### src/rtl/coh_pkg.sv
// ----------------------------------------------------------------------------
// coh_pkg
// Shared types, constants and a step function for the ring/disk overlap angle.
// ----------------------------------------------------------------------------
package coh_pkg;

    localparam int COORD_W     = 16;
    localparam int ANGLE_W     = 16;
    localparam int SQRT_STEPS  = 32;
    localparam int CORDIC_STEPS = 31;
    localparam int XY_W        = 36;
    localparam int ACC_W       = 33;

    localparam logic [33:0] PI_Q30 = 34'd3373259426;

    // configuration register indexes
    localparam logic [1:0] REG_DISK_RADIUS = 2'd0;
    localparam logic [1:0] REG_CENTER_SEP  = 2'd1;

    typedef enum logic [1:0] {
        KIND_ZERO,
        KIND_PI,
        KIND_PART
    } kind_t;

    typedef struct packed {
        logic [63:0] vx;
        logic [63:0] rx;
        logic [63:0] vy;
        logic [63:0] ry;
        kind_t       kind;
        logic        last;
    } sqrt_t;

    typedef struct packed {
        logic signed [XY_W-1:0]  x;
        logic signed [XY_W-1:0]  y;
        logic signed [ACC_W-1:0] acc;
        kind_t                   kind;
        logic                    last;
    } cordic_t;

    // round(atan(2^-i) * 2^30)
    function automatic logic signed [ACC_W-1:0] atan_q30(input logic [4:0] i);
        logic signed [ACC_W-1:0] t;
        case (i)
            5'd0:    t = 33'sd843314857;
            5'd1:    t = 33'sd497837829;
            5'd2:    t = 33'sd263043837;
            5'd3:    t = 33'sd133525159;
            5'd4:    t = 33'sd67021687;
            5'd5:    t = 33'sd33543516;
            5'd6:    t = 33'sd16775851;
            5'd7:    t = 33'sd8388437;
            5'd8:    t = 33'sd4194283;
            5'd9:    t = 33'sd2097149;
            5'd10:   t = 33'sd1048576;
            default: t = $signed(33'd1 << (5'd30 - i));
        endcase
        return t;
    endfunction

endpackage

### src/rtl/coh_sqrt_cell.sv
// ----------------------------------------------------------------------------
// coh_sqrt_cell
// One digit step of the bit-by-bit integer square root, for both operands.
// ----------------------------------------------------------------------------
module coh_sqrt_cell
    import coh_pkg::*;
(
    input  logic        clk,
    input  logic        en,
    input  logic [4:0]  idx,
    input  sqrt_t       d_in,
    output sqrt_t       d_out
);

    sqrt_t       d_reg;
    sqrt_t       d_next;
    logic [63:0] bitv;
    logic [63:0] tx;
    logic [63:0] ty;

    always_comb
    begin
        bitv   = 64'h4000_0000_0000_0000 >> {idx, 1'b0};
        tx     = d_in.rx + bitv;
        ty     = d_in.ry + bitv;
        d_next = d_in;
        if (d_in.vx >= tx)
        begin
            d_next.vx = d_in.vx - tx;
            d_next.rx = (d_in.rx >> 1) + bitv;
        end
        else
        begin
            d_next.rx = d_in.rx >> 1;
        end
        if (d_in.vy >= ty)
        begin
            d_next.vy = d_in.vy - ty;
            d_next.ry = (d_in.ry >> 1) + bitv;
        end
        else
        begin
            d_next.ry = d_in.ry >> 1;
        end
    end

    always_ff @(posedge clk)
    begin
        if (en)
        begin
            d_reg <= d_next;
        end
    end

    assign d_out = d_reg;

endmodule

### config.mk
export PLATFORM = sky130hd
export DESIGN_NAME = coh_sqrt_cell
export DESIGN_NICKNAME = d
export VERILOG_FILES = /design/src/rtl/coh_pkg.sv /design/src/rtl/coh_sqrt_cell.sv
export SDC_FILE = /design/constraint.sdc
export NUM_CORES = 1
export LEC_CHECK = 0
export BUFFER_PORTS_ARGS = -buffer_cell sky130_fd_sc_hd__buf_4
export CAP_MARGIN = 20
export CORE_ASPECT_RATIO = 1.5
export CORE_UTILIZATION = 63
export DETAILED_ROUTE_END_ITERATION = 12
export PLACE_DENSITY_LB_ADDON = 0.05
export SETUP_SLACK_MARGIN = 0.3
export SYNTH_ARGS = -nofsm -noshare
export SYNTH_HDL_FRONTEND = slang
export SYNTH_SLANG_ARGS = --single-unit
### constraint.sdc
create_clock -name clk -period 20.2 [get_ports clk]
set_input_delay 4.04 -clock clk [delete_from_list [all_inputs] [get_ports clk]]
set_output_delay 4.04 -clock clk [all_outputs]
set_load 0.05 [all_outputs]
Yosys cells after proc, flatten, opt, wreduce, memory -nomap -nowiden
Cells that the tools add are included.

$add $sub $neg: 6. Magnitude comparators: 2. Shifts and indexed selects: 1. Multiplexer cells: 4.

Operator list (count): 63-bit by 64-bit adder with 64-bit output (2); 64-bit adder (2); 64-bit greater-or-equal comparator (2); 64-bit 2-to-1 mux (2); 64-bit subtractor (2); 63-bit 2-to-1 mux (2); 63-bit by 6-bit >> shifter with 64-bit output (first input constant) (1).

Register bits: 259. Input port bits: 266. Output and inout bits: 259. Word-level logic and storage cells: 21.

Longest topological paths before layout
Gate-level depths: netlist of run 1.

Word-level depth: 4. Gate-level depth with buffers: 30. Gate-level depth less buffers: 25.

Least setup slack after synthesis of run 1
Ideal clock, no wire load.

Path type: input-to-reg. Start: input idx[0]. End: register d_reg (netlist bit d_out[114]), data pin. Setup time: 0.262 ns. Data arrival time: 9.587 ns. Required time: 19.938 ns. Setup slack: 10.351 ns. Stages: 27. Buffers on the path: 5. Cell sequence: buf_4 or3b_2 nor2_1 ha_1 a31o_1 o21ba_1 a211o_1 a211o_1 a221oi_1 nor2_1 o311ai_2 a31oi_1 o21bai_1 xnor2_1 ha_1 clkbuf_1 a21o_1 a21oi_1 o21bai_1 a221o_1 a221oi_1 o21ai_0 a31oi_2 buf_4 buf_4 buf_4 mux2_1.

RTL lines: from (decl) (RTL line coh_sqrt_cell.sv:10) `input logic [4:0] idx,`; to (signal assigned) (RTL line coh_sqrt_cell.sv:51) `d_reg <= d_next;`; to (decl) (RTL line coh_sqrt_cell.sv:15) `sqrt_t d_reg;`.

==> flow_summary.yaml, run 1 <==
logic_synthesis:
  syn_nets: 3951
  ys_seq_area_share_pct: 27.56
  yosysTopAreaCell: "edfxtp_1"
  ys_types: 97
  syn_inst: 3431
  synth.top_cell.area_share_pct: 27.56
  synth_edf_count: 259
  async_flop_share_pct: 0
  synthTopCellsByArea: "edfxtp_1 28%, ha_1 11%, xnor2_1 5.9%, nand2_1 5.5%, xor2_1 5.1%"
  synth_area_sq_um: 28220
  synthFlopType: "edfxtp_1"
  avgSynthCellArea_sq_um: 8.226
  ys_warn_count: 0
  ys_ff_latch: 259
clocking:
  cts_root_buffer: "clkbuf_16"
  cts_buffers: 28
  cts_tree: "yes"
  clk_pin_slew_ns: 0.06
  clkSinkCount: 259
  post_cts_resized: 0
  cts_buffer_depth: 3
  postCtsHoldBufs: 0
  htree_num_levels: 1
  post_cts_buffers: 0
worst_setup_path:
  slowest_delay_ns: 0.83
  timing.critical_path.mode_cell: "buf_4"
  crit_required_ns: 20.56
  critPathKind: "in -> reg"
  end_kind: "flop"
  worstPathArrival_ns: 12.58
  cp_slowest_cell: "buf_4"
  crit_fanout: 101
  cp-start-kind: "primary input"
placed_design:
  post-dp-hpwl_um: 79020
  placed_area_sq_um: 32360
  place_congestion: 1.019
  io_buffer_count: 524
  dp_slack_ns: 7.546
final_layout:
  final_cell_mix: "528 x buf_4, 413 x nand2_1, 295 x nor2_1"
  largest_reg_flops: 259
  area_growth_pct: 18.21
  layout-drive-gt1-share_pct: 17.31
  mostFrequentLayoutCell: "buf_4"
  fin_area_sq_um: 33360
  num-nets-final: 4369
die:
  rows: 94
  die_x_um: 174.8
  die_y_um: 261.2
  coreArea_sq_um: 43990
  initial_core_util_pct: 64.17
  dieArea_sq_um: 45670
  design.portCount: 525
global_routing:
  grt_pass1_vias: 28865
  grt_max_degree: 156
  grt_overflow: 0
  grt_use_total_pct: 41.79
  grt_pass1_wl_um: 150800
  antenna_found_initial: 11
route:
  viasPerCell: 6.721
  drt-initial-drc-count: 3255
  num_vias: 29971
  drc: 0
  wl_um: 100400
  first_pass_iters: 7
  wire_per_inst_um: 22.53
  ant_nets: 0
sta:
  fin_ws_ns: 7.979
  period_needed_ns: 12.22
  hold_viol_final: 0
  tightest_slew_ns: 0.9650
  rsz0062_at_grt: "no"
  slew_violations: 0
  slew_headroom_pct: 35.66
  max_freq_mhz: 81.83
  finalSetupTns_ns: 0
  fin_crit_sh_pct: 60.50
  setup_viol: 0
power:
  power_density_nw_per_um2: 67.50
  peakVddDrop_uv: 74.23
  p_leak_nw: 13.82
  power.total_mw: 2.252
run_status:
  status: "finished, final reports clean"
min_path:
  hold_path_class: "in -> reg"
  hold_depth: 1
  holdCritStartpoint: "d_in[0]"
  holdPathEnd: "d_out[0]"
run:
  maxCapViolCount: 0
## worst max-delay path: cells and delay by family
family,cells,cell delay [ns]
and+or+nand+nor,7,1.82
buffers and inverters,3,1.68
xor gates and xnor gates,1,0.18
AOI/OAI and AO/OA,11,3.71
adders and majority gates,2,0.61
muxes,1,0.43
## power breakdown
group / internal, mW / total, mW / leakage (nW) / switching [mW]
sequential: 0.683 / 0.712 / 2.53 / 0.0296
clock: 0.318 / 0.560 / 0.465 / 0.242
combinational: 0.321 / 0.980 / 10.8 / 0.658
## stage by stage
| stage | util, % | std cells | hold slack [ns] |
|---|---|---|---|
| floorplan | - | 3431 | 4.139 |
| global placement | 73.56 | 4395 | 4.219 |
| detailed placement | 73.56 | 4395 | 4.223 |
| CTS | 75.78 | 4447 | 3.615 |
| global route | 75.83 | 4456 | 3.613 |
| finish | 75.85 | 4459 | 3.618 |
## metal layers
layer	vias to the layer above	global-route usage (%)	wire length, um
li1	13697	-	-
met1	13843	45.81	34940
met2	1928	71.47	47350
met3	499	7.419	9406
met4	4	33.12	8739
met5	-	0	21
## logic make-up (layout without fill, tap and decap cells)
| logic type | count (synthesis) | after routing | share of synthesized area (%) |
|---|---|---|---|
| compound gates | 1150 | 1150 | 26.51 |
| xor+xnor | 355 | 355 | 11.02 |
| fa+ha+maj | 254 | 254 | 11.31 |
| buf+inv | 212 | 652 | 3.121 |
| flops | 259 | 259 | 27.56 |
| mux | 19 | 19 | 0.7492 |
| other cells | 0 | 12 | 0 |
| simple gates | 1182 | 1182 | 19.73 |
## area by class of cell
cell class,instances,area (sq um)
timing repair buffer,530,3999
clock buffer,34,744.5
inverter,70,262.8
sequential,259,7777
multi-input combinational,2960,19600
tap,576,720.7
clock inverter,18,231.5
fill,3237,10620
antenna,12,30.03
## synth_stat cells (17+ instances only)
| cell | n |
|---|---|
| clkbuf_1 | 92 |
| o21bai_1 | 77 |
| nand4_1 | 88 |
| o31ai_1 | 27 |
| xor2_1 | 165 |
| xnor2_1 | 190 |
| a21boi_0 | 19 |
| ha_1 | 252 |
| nand2b_1 | 39 |
| a31o_2 | 30 |
| nor3_1 | 64 |
| o21ai_0 | 250 |
| nor2_1 | 295 |
| or2_2 | 17 |
| a21o_1 | 105 |
| and2_1 | 38 |
| and3_1 | 33 |
| nand3_1 | 70 |
| a21oi_1 | 266 |
| inv_1 | 70 |
| a31oi_1 | 117 |
| nand2_1 | 413 |
| nor2b_1 | 40 |
| o21a_1 | 34 |
| edfxtp_1 | 259 |
| o21ai_1 | 33 |
| a211oi_1 | 21 |
| buf_2 | 34 |
## how the worst max path moves through the flow
stage               startpoint    endpoint  slack (ns)  depth (start not counted)
finish                  idx[0]   d_out[11]        7.98                         25
global route            idx[0]   d_out[11]        7.55                         25
CTS                     idx[0]   d_out[11]        8.16                         25
detailed placement      idx[0]   d_out[11]        7.55                         25
global placement        idx[0]    d_out[3]        7.86                         25
floorplan               idx[0]  d_out[114]       10.35                         27
Note: power is estimated with default switching activity, not from simulation.
==> inputs of run 2 (changes only) <==
- CORE_UTILIZATION: 63 -> 58
- clock period: 20.2 -> 12.5 ns (I/O delays scaled with it)
==> run 2 against run 1 <==
Against the previous run:
- clock power grew 73%
- via count shrank 0.45%
- sequential power grew 63%
- critical path type unchanged
- sequential share of layout area shrank 0.078 points
- largest cell class unchanged
- setup slack lost 4.7 ns
- combinational power grew 62%
- final area grew 0.34%
- core utilization shrank 5.8 points
==> flow_summary.yaml, run 2 (synthesis gave the netlist of run 1 again) <==
run_status:
  status: "finished, final reports clean"
worst_setup_path:
  timing.critical_path.mode_cell: "a221oi_1"
  slowest_delay_ns: 0.60
  cp_slowest_cell: "a221oi_1"
  path_delay_family: "compound AO/OA/AOI/OAI gates"
  crit_fanout: 168
  worstPathArrival_ns: 9.56
  cp-start-kind: "primary input"
  crit_required_ns: 12.86
  end_kind: "flop"
  critPathKind: "in -> reg"
  cp_num_buf_inv: 2
sta:
  setup_viol: 0
  rsz0062_at_grt: "no"
  whs_ns: 2.074
  hold_viol_final: 0
  max_freq_mhz: 108.7
  fin_ws_ns: 3.301
  finalSetupTns_ns: 0
  slew_violations: 0
  period_needed_ns: 9.199
  slew_headroom_pct: 21.96
  fin_crit_sh_pct: 73.59
  tightest_slew_ns: 1.171
route:
  drc: 0
  drt-initial-drc-count: 3261
  wl_um: 105200
  num_vias: 29836
  first_pass_iters: 8
  viasPerCell: 6.660
  ant_nets: 0
  wire_per_inst_um: 23.48
power:
  power_density_nw_per_um2: 111.0
  peakVddDrop_uv: 109.4
  p_leak_nw: 13.88
global_routing:
  antenna_found_initial: 9
  grt_max_degree: 169
  grt_pass1_wl_um: 159000
  grt_use_total_pct: 40.79
  grt_overflow: 0
  grt_pass1_vias: 28980
clocking:
  cts_buffer_depth: 3
  cts_buffers: 29
  cts_tree: "yes"
  htree_num_levels: 1
  cts_root_buffer: "clkbuf_16"
  clk_pin_slew_ns: 0.07
  post_cts_buffers: 0
  post_cts_resized: 0
  postCtsHoldBufs: 0
  clkSinkCount: 259
die:
  die_x_um: 182.1
  coreArea_sq_um: 47820
  die_y_um: 272.2
  rows: 98
  initial_core_util_pct: 59.02
  dieArea_sq_um: 49570
  design.portCount: 525
placed_design:
  io_buffer_count: 524
  post-dp-hpwl_um: 82760
  place_congestion: 1.050
  dp_slack_ns: 2.934
  dp.cells: 4421
final_layout:
  num-nets-final: 4372
  layout-drive-gt1-share_pct: 17.50
  final_cell_mix: "529 x buf_4, 413 x nand2_1, 295 x nor2_1"
  mostFrequentLayoutCell: "buf_4"
  largest_reg_flops: 259
  area_growth_pct: 18.61
  fin_cells: 4480
  fin_util_pct: 70.00
min_path:
  hold_path_class: "in -> reg"
run:
  maxCapViolCount: 0
## run 2: cell count changes in the layout (fill, tap and decap cells not counted), moves of 2 or more
| cell | delta |
|---|---|
| inv_8 | -2 |
| clkbuf_1 | -2 |
| diode_2 | -7 |
| clkinv_2 | +6 |
| bufinv_16 | +2 |
| clkinv_1 | -2 |
## run 2: worst paths after layout
| check | cells after the start | from | slack, ns | to |
|---|---|---|---|---|
| min | 1 | d_in[2] | 2.07 | d_out[2] |
| max | 25 | idx[0] | 3.30 | d_out[130] |
## run 2: cell type report
| cell class | instances | area [sq um] |
|---|---|---|
| Antenna cell | 5 | 12.51 |
| Clock buffer | 32 | 737.0 |
| Clock inverter | 22 | 311.5 |
| Fill cell | 3733 | 14350 |
| Inverter | 70 | 262.8 |
| Multi-Input combinational cell | 2960 | 19600 |
| Sequential cell | 259 | 7777 |
| Tap cell | 600 | 750.7 |
| Timing Repair Buffer | 532 | 4026 |
## run 2: power breakdown
group	switching, mW	total, mW	leakage (nW)	internal, mW
logic	1.07	1.59	10.8	0.522
registers	0.0533	1.16	2.53	1.10
clock network	0.409	0.967	0.511	0.557
total	1.53	3.72	13.9	2.18
## run 2: layer usage
metal / up-vias / wire, um / GRT usage (%)
met1: 13949 / 37120 / 45.27
li1: 13684 / - / -
met5: - / 51 / 0
met4: 8 / 7409 / 26.60
met3: 397 / 9148 / 6.966
met2: 1798 / 51440 / 71.69
## run 2: through the flow
stage               cell area (sq um)  total power [mW]
detailed placement              32410             2.726
floorplan                       28220             2.220
finish                          33480             3.717
global route                    33470             3.841
CTS                             33460             3.689
global placement                32410             2.702
