### config.mk
export PLATFORM = sky130hd
export DESIGN_NAME = coh_cordic_cell
export DESIGN_NICKNAME = d
export VERILOG_FILES = /design/src/rtl/coh_pkg.sv /design/src/rtl/coh_cordic_cell.sv
export SDC_FILE = /design/constraint.sdc
export NUM_CORES = 1
export LEC_CHECK = 0
export BUFFER_PORTS_ARGS = -buffer_cell sky130_fd_sc_hd__buf_2
export CORE_MARGIN = 2
export CORE_UTILIZATION = 30
export DETAILED_ROUTE_END_ITERATION = 7
export REMOVE_ABC_BUFFERS = 1
export SLEW_MARGIN = 20
export SYNTH_ARGS = -nofsm -noshare
export SYNTH_HDL_FRONTEND = slang
export SYNTH_SLANG_ARGS = --single-unit
### constraint.sdc
create_clock -name clk -period 10.9 [get_ports clk]
set_input_delay 1.09 -clock clk [delete_from_list [all_inputs] [get_ports clk]]
set_output_delay 1.09 -clock clk [all_outputs]
set_load 0.01 [all_outputs]
### src/rtl/coh_pkg.sv
// ----------------------------------------------------------------------------
// coh_pkg
// Shared types, constants and a step function for the ring/disk overlap angle.
// ----------------------------------------------------------------------------
package coh_pkg;

    localparam int COORD_W     = 16;
    localparam int ANGLE_W     = 16;
    localparam int SQRT_STEPS  = 32;
    localparam int CORDIC_STEPS = 31;
    localparam int XY_W        = 36;
    localparam int ACC_W       = 33;

    localparam logic [33:0] PI_Q30 = 34'd3373259426;

    // configuration register indexes
    localparam logic [1:0] REG_DISK_RADIUS = 2'd0;
    localparam logic [1:0] REG_CENTER_SEP  = 2'd1;

    typedef enum logic [1:0] {
        KIND_ZERO,
        KIND_PI,
        KIND_PART
    } kind_t;

    typedef struct packed {
        logic [63:0] vx;
        logic [63:0] rx;
        logic [63:0] vy;
        logic [63:0] ry;
        kind_t       kind;
        logic        last;
    } sqrt_t;

    typedef struct packed {
        logic signed [XY_W-1:0]  x;
        logic signed [XY_W-1:0]  y;
        logic signed [ACC_W-1:0] acc;
        kind_t                   kind;
        logic                    last;
    } cordic_t;

    // round(atan(2^-i) * 2^30)
    function automatic logic signed [ACC_W-1:0] atan_q30(input logic [4:0] i);
        logic signed [ACC_W-1:0] t;
        case (i)
            5'd0:    t = 33'sd843314857;
            5'd1:    t = 33'sd497837829;
            5'd2:    t = 33'sd263043837;
            5'd3:    t = 33'sd133525159;
            5'd4:    t = 33'sd67021687;
            5'd5:    t = 33'sd33543516;
            5'd6:    t = 33'sd16775851;
            5'd7:    t = 33'sd8388437;
            5'd8:    t = 33'sd4194283;
            5'd9:    t = 33'sd2097149;
            5'd10:   t = 33'sd1048576;
            default: t = $signed(33'd1 << (5'd30 - i));
        endcase
        return t;
    endfunction

endpackage

### src/rtl/coh_cordic_cell.sv
// ----------------------------------------------------------------------------
// coh_cordic_cell
// One vectoring rotation: drives y toward zero and accumulates the angle.
// ----------------------------------------------------------------------------
module coh_cordic_cell
    import coh_pkg::*;
(
    input  logic        clk,
    input  logic        en,
    input  logic [4:0]  idx,
    input  cordic_t     d_in,
    output cordic_t     d_out
);

    cordic_t                 d_reg;
    cordic_t                 d_next;
    logic signed [XY_W-1:0]  sx;
    logic signed [XY_W-1:0]  sy;
    logic signed [ACC_W-1:0] t;

    always_comb
    begin
        sx     = d_in.x >>> idx;
        sy     = d_in.y >>> idx;
        t      = atan_q30(idx);
        d_next = d_in;
        if (!d_in.y[XY_W-1])
        begin
            d_next.x   = d_in.x + sy;
            d_next.y   = d_in.y - sx;
            d_next.acc = d_in.acc + t;
        end
        else
        begin
            d_next.x   = d_in.x - sy;
            d_next.y   = d_in.y + sx;
            d_next.acc = d_in.acc - t;
        end
    end

    always_ff @(posedge clk)
    begin
        if (en)
        begin
            d_reg <= d_next;
        end
    end

    assign d_out = d_reg;

endmodule
Word-level counts from Yosys, hierarchy flattened
Index checks and enable logic that the tools add are counted.
{"block": "classes", "n_addsub": 7, "n_eq_ne": 10, "shift": 3, "mux": 2, "n_reduce_logical": 1}
{"op": "$pmux 33 s11", "count": 1}
{"op": "$mux 105", "count": 1}
{"op": "$add 36x36->36", "count": 2}
{"op": "$sshr 36x5->36", "count": 2}
{"op": "$sub 36x36->36", "count": 2}
{"op": "$add 33x33->33", "count": 1}
{"op": "$shl 1x5->33 const A", "count": 1}
{"op": "$sub 33x33->33", "count": 1}
{"op": "$eq 5x3->1 const B", "count": 4}
{"op": "$eq 5x4->1 const B", "count": 3}
{"op": "$eq 5x2->1 const B", "count": 2}
{"op": "$eq 5x1->1 const B", "count": 1}
{"op": "$logic_not 5->1", "count": 1}
{"op": "$sub 5x5->5 const A", "count": 1}
{"block": "word_totals", "register_bits": 108, "inputBits": 115, "out_inout_bits": 108, "elab_cells": 28}

Logic depth before layout (Yosys ltp)
Gate-level depths: netlist of run 1.
{"block": "depth", "depth_word": 5, "depth_mapped": 32, "depth_no_buf": 24}

Worst setup path after synthesis of run 1
OpenSTA, ideal clock, no wires.
{"block": "synth_timing", "path_type": "input-to-reg", "startpoint": "in idx[0]", "endpoint": "reg d_reg, in the netlist d_out[71], data pin", "setup_ps": 268, "arrival_time_ps": 6929, "required_ps": 10632, "slack_ps": 3703, "stages": 27, "path_buffers": 6, "path_cell_list": "buf_6 -> buf_12 -> buf_12 -> buf_12 -> buf_12 -> buf_4 -> mux4_2 -> mux2_2 -> o211ai_1 -> ha_1 -> nand2_1 -> nor3_1 -> nor4b_4 -> and2_4 -> a21oi_1 -> xor2_1 -> ha_1 -> a21o_1 -> a21o_1 -> a21oi_1 -> o21ai_0 -> a31o_2 -> a2111oi_0 -> o31ai_1 -> a21o_1 -> a21oi_1 -> xnor3_1"}
{"item": "start: declaration", "line": "coh_cordic_cell.sv:10", "text": "input logic [4:0] idx,"}
{"item": "end signal: assignment", "line": "coh_cordic_cell.sv:45", "text": "d_reg <= d_next;"}
{"item": "end: declaration", "line": "coh_cordic_cell.sv:15", "text": "cordic_t d_reg;"}

==> summary.md, run 1 <==
| Metric | Value |
|---|---|
| Mapped Avg Cell Area | 9.010 sq um |
| Slew @ Worst Pin | 0.9494 ns |
| Hold Slack | 0.8614 ns |
| Multi-input gate area | 12090 sq um |
| Area Growth Syn to Fin | 10.68% |
| GRT Resource Usage Total | 21.97% |
| Layout Nets | 2181 |
| Slew Limit Fails | 0 |
| Mapped Area | 16280 sq um |
| Root Driver | clkbuf_16 |
| CTS tree | done |
| Std-Cell Core Area | 53710 sq um |
| Dpl hpwl | 49.03 mm |
| Final hold vios | 0 |
| # setup viols final | 0 |
| Register area share after synthesis | 19.92% |
| Total gr overflow | 0 |
| Global-route wire length before repair | 94.01 mm |
| Total I/O pin count | 223 |
| Cell variety after synth | 97 |
| #FFs+latches synth | 108 |
| Post-CTS setup buffer count | 0 |
| CTS sink count | 108 |
| Layout fillers | 5514 |
| Hold Crit Depth | 1 |
| Setup crit start kind | input pin |
| Status | complete, no violations |
| Period minus WS final | 8.347 ns |
| DRC violations left | 0 |
| Post-synth EDFFs | 108 |
| Crit. End Element | flop |
| PortBufs | 222 |
| DRT Wirelength | 63.14 mm |
| Yosys warns | 0 |
| Vias in the first global route | 15120 |
| RD Place Congestion | 0.9531 |
| Die H | 237.0 microns |
| Tot Pwr | 0.002310 W |
| Hold-fix buffers, CTS | 0 |
| DR iter-0 viols | 1392 |
| Register area | 3243 sq um |
| Gate Count Post-Synth | 1807 |
| Synth Flop Type | edfxtp_1 |
| Initial Utilization | 30.32% |
| Setup CP Type | in -> reg |
| Deepest clock path buffer count | 2 |
| HP Start | d_in[0] |
| Unrepaired setup endpoints after global routing | false |
| Clock Pin Slew Worst Setup and Hold Paths | 0.08 ns |
| Placed cells | 2641 |
| Fin crit share | 76.57% |
| CTS H-tree depth | 3 |
| Die span in x | 237.0 microns |
| Layout cells sized above 1 | 20.40% |
| TritonRoute pass-1 iters | 5 |
| Non-filler instance count after layout | 2658 |
| PD cells | 128.2 nW/um^2 |
| VDD IR-drop max | 91.60 uV |
| Critical-path maximum fanout | 66 |
| Largest register FFs | 108 |
| Die area | 56150 sq um |
| Max Cap Viol | 0 |
| Via density | 5.900 |
| WL/cell | 23.75 microns |
| Largest net degree at the start of global routing | 101 |
| Post-place setup slack | 2.229 ns |
| Hold Crit Class | in -> reg |
| Worst path required time | 11.06 ns |
| Share of flip-flops with an asynchronous set or reset | 0% |
| Final worst setup slack | 2.553 ns |
| FP Rows | 85 |
| Via Count | 15680 |
| Fin Setup TNS | 0 ns |
| Maximum clock rate | 0.1198 GHz |
| Critical Path AT | 8.51 ns |
| Total CTS buffers | 9 |
| Worst Hold End | d_out[0] |
| Post-route ant nets | 0 |
| Cts repair resizes | 0 |
| Slew margin rel. | 36.32% |
| Leak pwr | 7.265 nW |
| Initial antenna violation count | 1 |
## layer usage
layer	track usage, %	wire length (microns)
met1	27.70	26420
met2	37.03	30410
met3	4.313	4183
met4	8.381	2125
met5	0	0
## layout by cell type, fill, tap and decap left out, types with 10 or more instances in the layout
master	count
a31oi_1	41
edfxtp_1	108
nand3_1	36
and2_1	27
mux4_2	71
buf_2	218
nor2b_1	24
nor2_1	155
o21ai_0	82
buf_4	22
or2_2	10
nor3_1	24
nand2_1	140
o22ai_1	34
a211oi_1	13
mux2_2	35
mux4_1	14
and3_1	19
or3_1	11
a21oi_1	149
inv_1	54
ha_1	107
nand2b_1	28
mux2i_1	57
xor2_1	60
nand4_1	13
xnor2_1	115
o211ai_1	23
o21a_1	18
a21o_1	48
o21bai_1	14
## per-stage QoR
step	area, sq um	utilization (%)
after floorplan	15550	-
after global placement	17720	32.99
after detailed placement	17720	32.99
after CTS	18020	33.55
after global routing	18020	33.55
final	18020	33.55
## worst max path at each step
stage / endpoint / from
detailed placement: d_out[71] / idx[1]
global route: d_out[71] / idx[1]
global placement: d_out[71] / idx[0]
finish: d_out[71] / idx[1]
floorplan: d_out[71] / idx[2]
CTS: d_out[71] / idx[1]
## where the power goes
part	switching [W]	total, W	internal, W
Combinational	0.000776	0.00131	0.000531
Sequential	0.0000292	0.000645	0.000616
Clock	0.000178	0.000358	0.000181
## logic make-up (layout without fill, tap and decap cells)
logic type                 Yosys count  after routing  share of synthesized area [%]
other                                0              1                              0
buffers and inverters              162            316                          5.825
adders and majority gates          110            110                          8.591
AOI/OAI and AO/OA                  540            540                          21.79
xor gates and xnor gates           176            176                          9.552
DFF                                108            108                          19.92
muxes                              177            177                          18.01
and+or+nand+nor                    534            534                          16.31
## cells in the mapped netlist, types with 11 or more instances
cell type | number | area [sq um]
nor2_1 | 155 | 581.8
a21oi_1 | 149 | 745.7
nand2_1 | 140 | 525.5
xnor2_1 | 115 | 1007
edfxtp_1 | 108 | 3243
ha_1 | 107 | 1339
o21ai_0 | 82 | 410.4
mux4_2 | 71 | 1599
xor2_1 | 60 | 525.5
mux2i_1 | 57 | 570.6
inv_1 | 55 | 206.5
a21o_1 | 48 | 360.4
a31oi_1 | 41 | 256.5
clkbuf_1 | 36 | 135.1
nand3_1 | 36 | 180.2
mux2_2 | 35 | 394.1
o22ai_1 | 34 | 212.7
nand2b_1 | 28 | 175.2
and2_1 | 27 | 168.9
nor2b_1 | 24 | 150.1
nor3_1 | 24 | 120.1
o211ai_1 | 23 | 172.7
buf_6 | 21 | 236.5
and3_1 | 19 | 118.9
buf_2 | 18 | 90.09
o21a_1 | 18 | 135.1
mux4_1 | 14 | 367.9
o21bai_1 | 14 | 105.1
a211oi_1 | 13 | 97.59
nand4_1 | 13 | 81.33
or3_1 | 11 | 68.82
## final cells by class
| class | instances | share of cell area [%] |
|---|---|---|
| multi-input cells | 1537 | 67.09 |
| inverters | 58 | 1.208 |
| repair buffers | 242 | 7.193 |
| clock buffers | 10 | 1.271 |
| flip-flops and latches | 108 | 18.00 |
| well taps | 696 | 4.832 |
| clock inverters | 6 | 0.3958 |
| diodes | 1 | 0.01389 |
## critical path, cell delays in order
cell and delay [ns]:
buf_4 0.61, buf_4 0.65, mux4_2 0.62, mux2_2 0.29, a2bb2oi_1 0.14, o211ai_1 0.18
ha_1 0.26, nand2_1 0.06, nor3_1 0.56, nor4b_4 0.43, and2_4 0.25, a21oi_1 0.09
xor2_1 0.17, ha_1 0.37, a21o_1 0.19, a21o_1 0.16, a21oi_1 0.17, o21ai_0 0.15
a31o_2 0.28, a2111oi_0 0.69, o31ai_1 0.23, a21o_1 0.21, a21oi_1 0.18, xnor3_1 0.33
Note: power is estimated with default switching activity, not from simulation.
==> run 2, diff against run 1 <==
Clock period 10.9 ns to 8.45 ns, I/O delays scaled along.
==> run 2 against run 1 <==
Against the previous run:
- total power grew 27%
- utilization grew 0.27 points
- clock power rose by 20%
- hold slack lost 0.25 ns
- first-iteration DRC count up 2.7%
- final cell count up 0.87%
- die area is the same
- sequential share of layout area down 0.15 points
- combinational power rose by 28%
- count of clock-buffer cells in the layout did not move
- via count fell by 0.22%
- sequential power increased by 29%
- critical path type unchanged
==> summary.md, run 2 (synthesis results as in run 1) <==
| Metric | Value |
|---|---|
| Status | complete, no violations |
| Final hold vios | 0 (unchanged) |
| Worst Hold End | d_out[1] |
| Fin crit share | 86.89% |
| Die area | 56150 sq um (unchanged) |
| Crit. End Element | flop |
| Dpl hpwl | 50.06 mm (+2.1%) |
| NetSw | 0.001248 W (+27%) |
| Setup CP Type | in -> reg |
| Setup crit start kind | input pin |
| DRC violations left | 0 (unchanged) |
| ANT cells | 0 (-1) |
| Clock share of power | 14.6% (-0.9 points) |
| Post-place setup slack | 0.7107 ns (-1.518 ns) |
| FP Rows | 85 (unchanged) |
| Post-route ant nets | 0 (unchanged) |
| RD Place Congestion | 0.9387 (-1.5%) |
| Largest register FFs | 108 (unchanged) |
| # setup viols final | 0 (unchanged) |
| Leading cell type in the layout, fill and taps excluded | buf_2 |
| Hold-fix buffers, CTS | 0 (unchanged) |
| Initial Utilization | 30.32% (unchanged) |
| Maximum clock rate | 0.1362 GHz |
| Root Driver | clkbuf_16 |
| Fin Setup TNS | 0 ns (unchanged) |
| Unrepaired setup endpoints after global routing | false |
| Hold Slack | 0.6116 ns (-0.2497 ns) |
| Most frequent cells in the layout | buf_2 (218), nor2_1 (155), a21oi_1 (149) |
| HP Start | d_in[1] |
| Post-CTS setup buffer count | 0 (unchanged) |
| Hold Crit Class | in -> reg |
| Total I/O pin count | 223 (unchanged) |
| Multi-input gate area | 12090 sq um (unchanged) |
| Final Instance Area | 18170 sq um (+0.81%) |
| DR iter-0 viols | 1430 (+2.7%) |
| Max Cap Viol | 0 (unchanged) |
| Global-route wire length before repair | 93.42 mm (-0.62%) |
| Sequential share of power | 28.2% (+0.3 points) |
| Vias in the first global route | 15130 (+0.053%) |
| Largest net degree at the start of global routing | 73 (-28%) |
| Period minus WS final | 7.342 ns |
| Die span in x | 237.0 microns (unchanged) |
| Layout Nets | 2205 (+1.1%) |
| PD cells | 161.8 nW/um^2 (+26%) |
| Clock Pin Slew Worst Setup and Hold Paths | 0.09 ns (about the same) |
| Critical Path AT | 7.52 ns (-0.99 ns) |
| Area Growth Syn to Fin | 11.58% |
| Layout cells sized above 1 | 21.26% (+0.86 points) |
| Internal power | 0.001691 W (+27%) |
| Worst path required time | 8.62 ns (-2.44 ns) |
| Slew margin rel. | 21.11% (-15 points) |
| Register area | 3243 sq um (unchanged) |
| CTS sink count | 108 (unchanged) |
| Cts repair resizes | 0 (unchanged) |
| Via Count | 15650 (-0.22%) |
| Leak pwr | 7.359 nW (+1.3%) |
| DRT Wirelength | 62.76 mm (-0.59%) |
| GRT Resource Usage Total | 21.89% (-0.079 points) |
| Slew Limit Fails | 0 (unchanged) |
| Placed cell area | 17900 sq um (+1.0%) |
| Total gr overflow | 0 (unchanged) |
| Critical-path maximum fanout | 72 (+9.1%) |
| Via density | 5.836 (-1.1%) |
| Layout fillers | 5558 (+0.80%) |
| Slew @ Worst Pin | 1.179 ns (+0.2296 ns) |
| WL/cell | 23.41 microns (-1.4%) |
| Deepest clock path buffer count | 2 (unchanged) |
| Initial antenna violation count | 1 (unchanged) |
| TritonRoute pass-1 iters | 5 (unchanged) |
| Sw frac | 42.48% (-0.059 points) |
| Final worst setup slack | 1.108 ns (-1.446 ns) |
| CTS tree | done |
| Std-Cell Core Area | 53710 sq um (unchanged) |
| CTS H-tree depth | 3 (unchanged) |
| Fin util | 33.83% (+0.27 points) |
| Combinational share of power | 57.2% (+0.6 points) |
| Hold Crit Depth | 1 (unchanged) |
| VDD IR-drop max | 122.4 uV (+34%) |
| Total CTS buffers | 9 (unchanged) |
| PortBufs | 222 (unchanged) |
| Die H | 237.0 microns (unchanged) |
[run 2: final cells by class]
class | instances | share of cell area (%)
multi-input cells | 1537 | 66.55
repair buffers | 266 | 8.127
flip-flops and latches | 108 | 17.85
clock buffers | 10 | 1.260
inverters | 58 | 1.198
clock inverters | 6 | 0.2204
well taps | 696 | 4.793
[run 2: worst max-delay path: stages]
cell and delay (ns):
buf_4 0.69, buf_4 0.39, mux4_2 0.56, mux2_2 0.37
a221o_1 0.43, nor4b_2 0.51, and4_1 0.46, and3_1 0.29
nor2b_1 0.23, mux2i_1 0.20, o211ai_1 0.13, ha_1 0.36
and2_1 0.23, nand2_1 0.08, a31oi_1 0.04, a211oi_1 0.29
buf_4 0.18, o22ai_1 0.12, o41a_1 0.37, a41o_1 0.28
o41ai_1 0.30, xnor2_1 0.10
[run 2: power groups by stage]
stage	Clock (W)	Sequential (W)	Combinational, W
floorplan	0	0.000921	0.00101
global placement	0	0.000841	0.00166
detailed placement	0	0.000844	0.00167
CTS	0.000448	0.000834	0.00168
global route	0.000463	0.000843	0.00184
finish	0.000430	0.000829	0.00168
[run 2: how the worst max path moves through the flow]
stage            from    endpoint  slack (ns)
6_report       idx[1]  d_out[106]        1.11
5_1_grt        idx[1]  d_out[106]        0.62
4_1_cts        idx[1]  d_out[106]        1.17
3_5_place_dp   idx[1]  d_out[106]        0.71
3_3_place_gp   idx[1]  d_out[106]        0.80
2_1_floorplan  idx[2]   d_out[71]        1.50
[run 2: per-layer routing]
metal	vias to the layer above	track usage [%]	share of wire [%]
met4	0	10.82	4.7
met1	7567	27.66	42
met2	665	36.32	48
met3	128	3.451	6.2
li1	7287	-	-
met5	-	0	0
[run 2: through the flow]
| stage | total power (W) | cells |
|---|---|---|
| after floorplan | 0.001926 | 1703 |
| after global placement | 0.002496 | 2665 |
| after detailed placement | 0.002514 | 2665 |
| after CTS | 0.002961 | 2681 |
| after global routing | 0.003143 | 2681 |
| final | 0.002939 | 2681 |
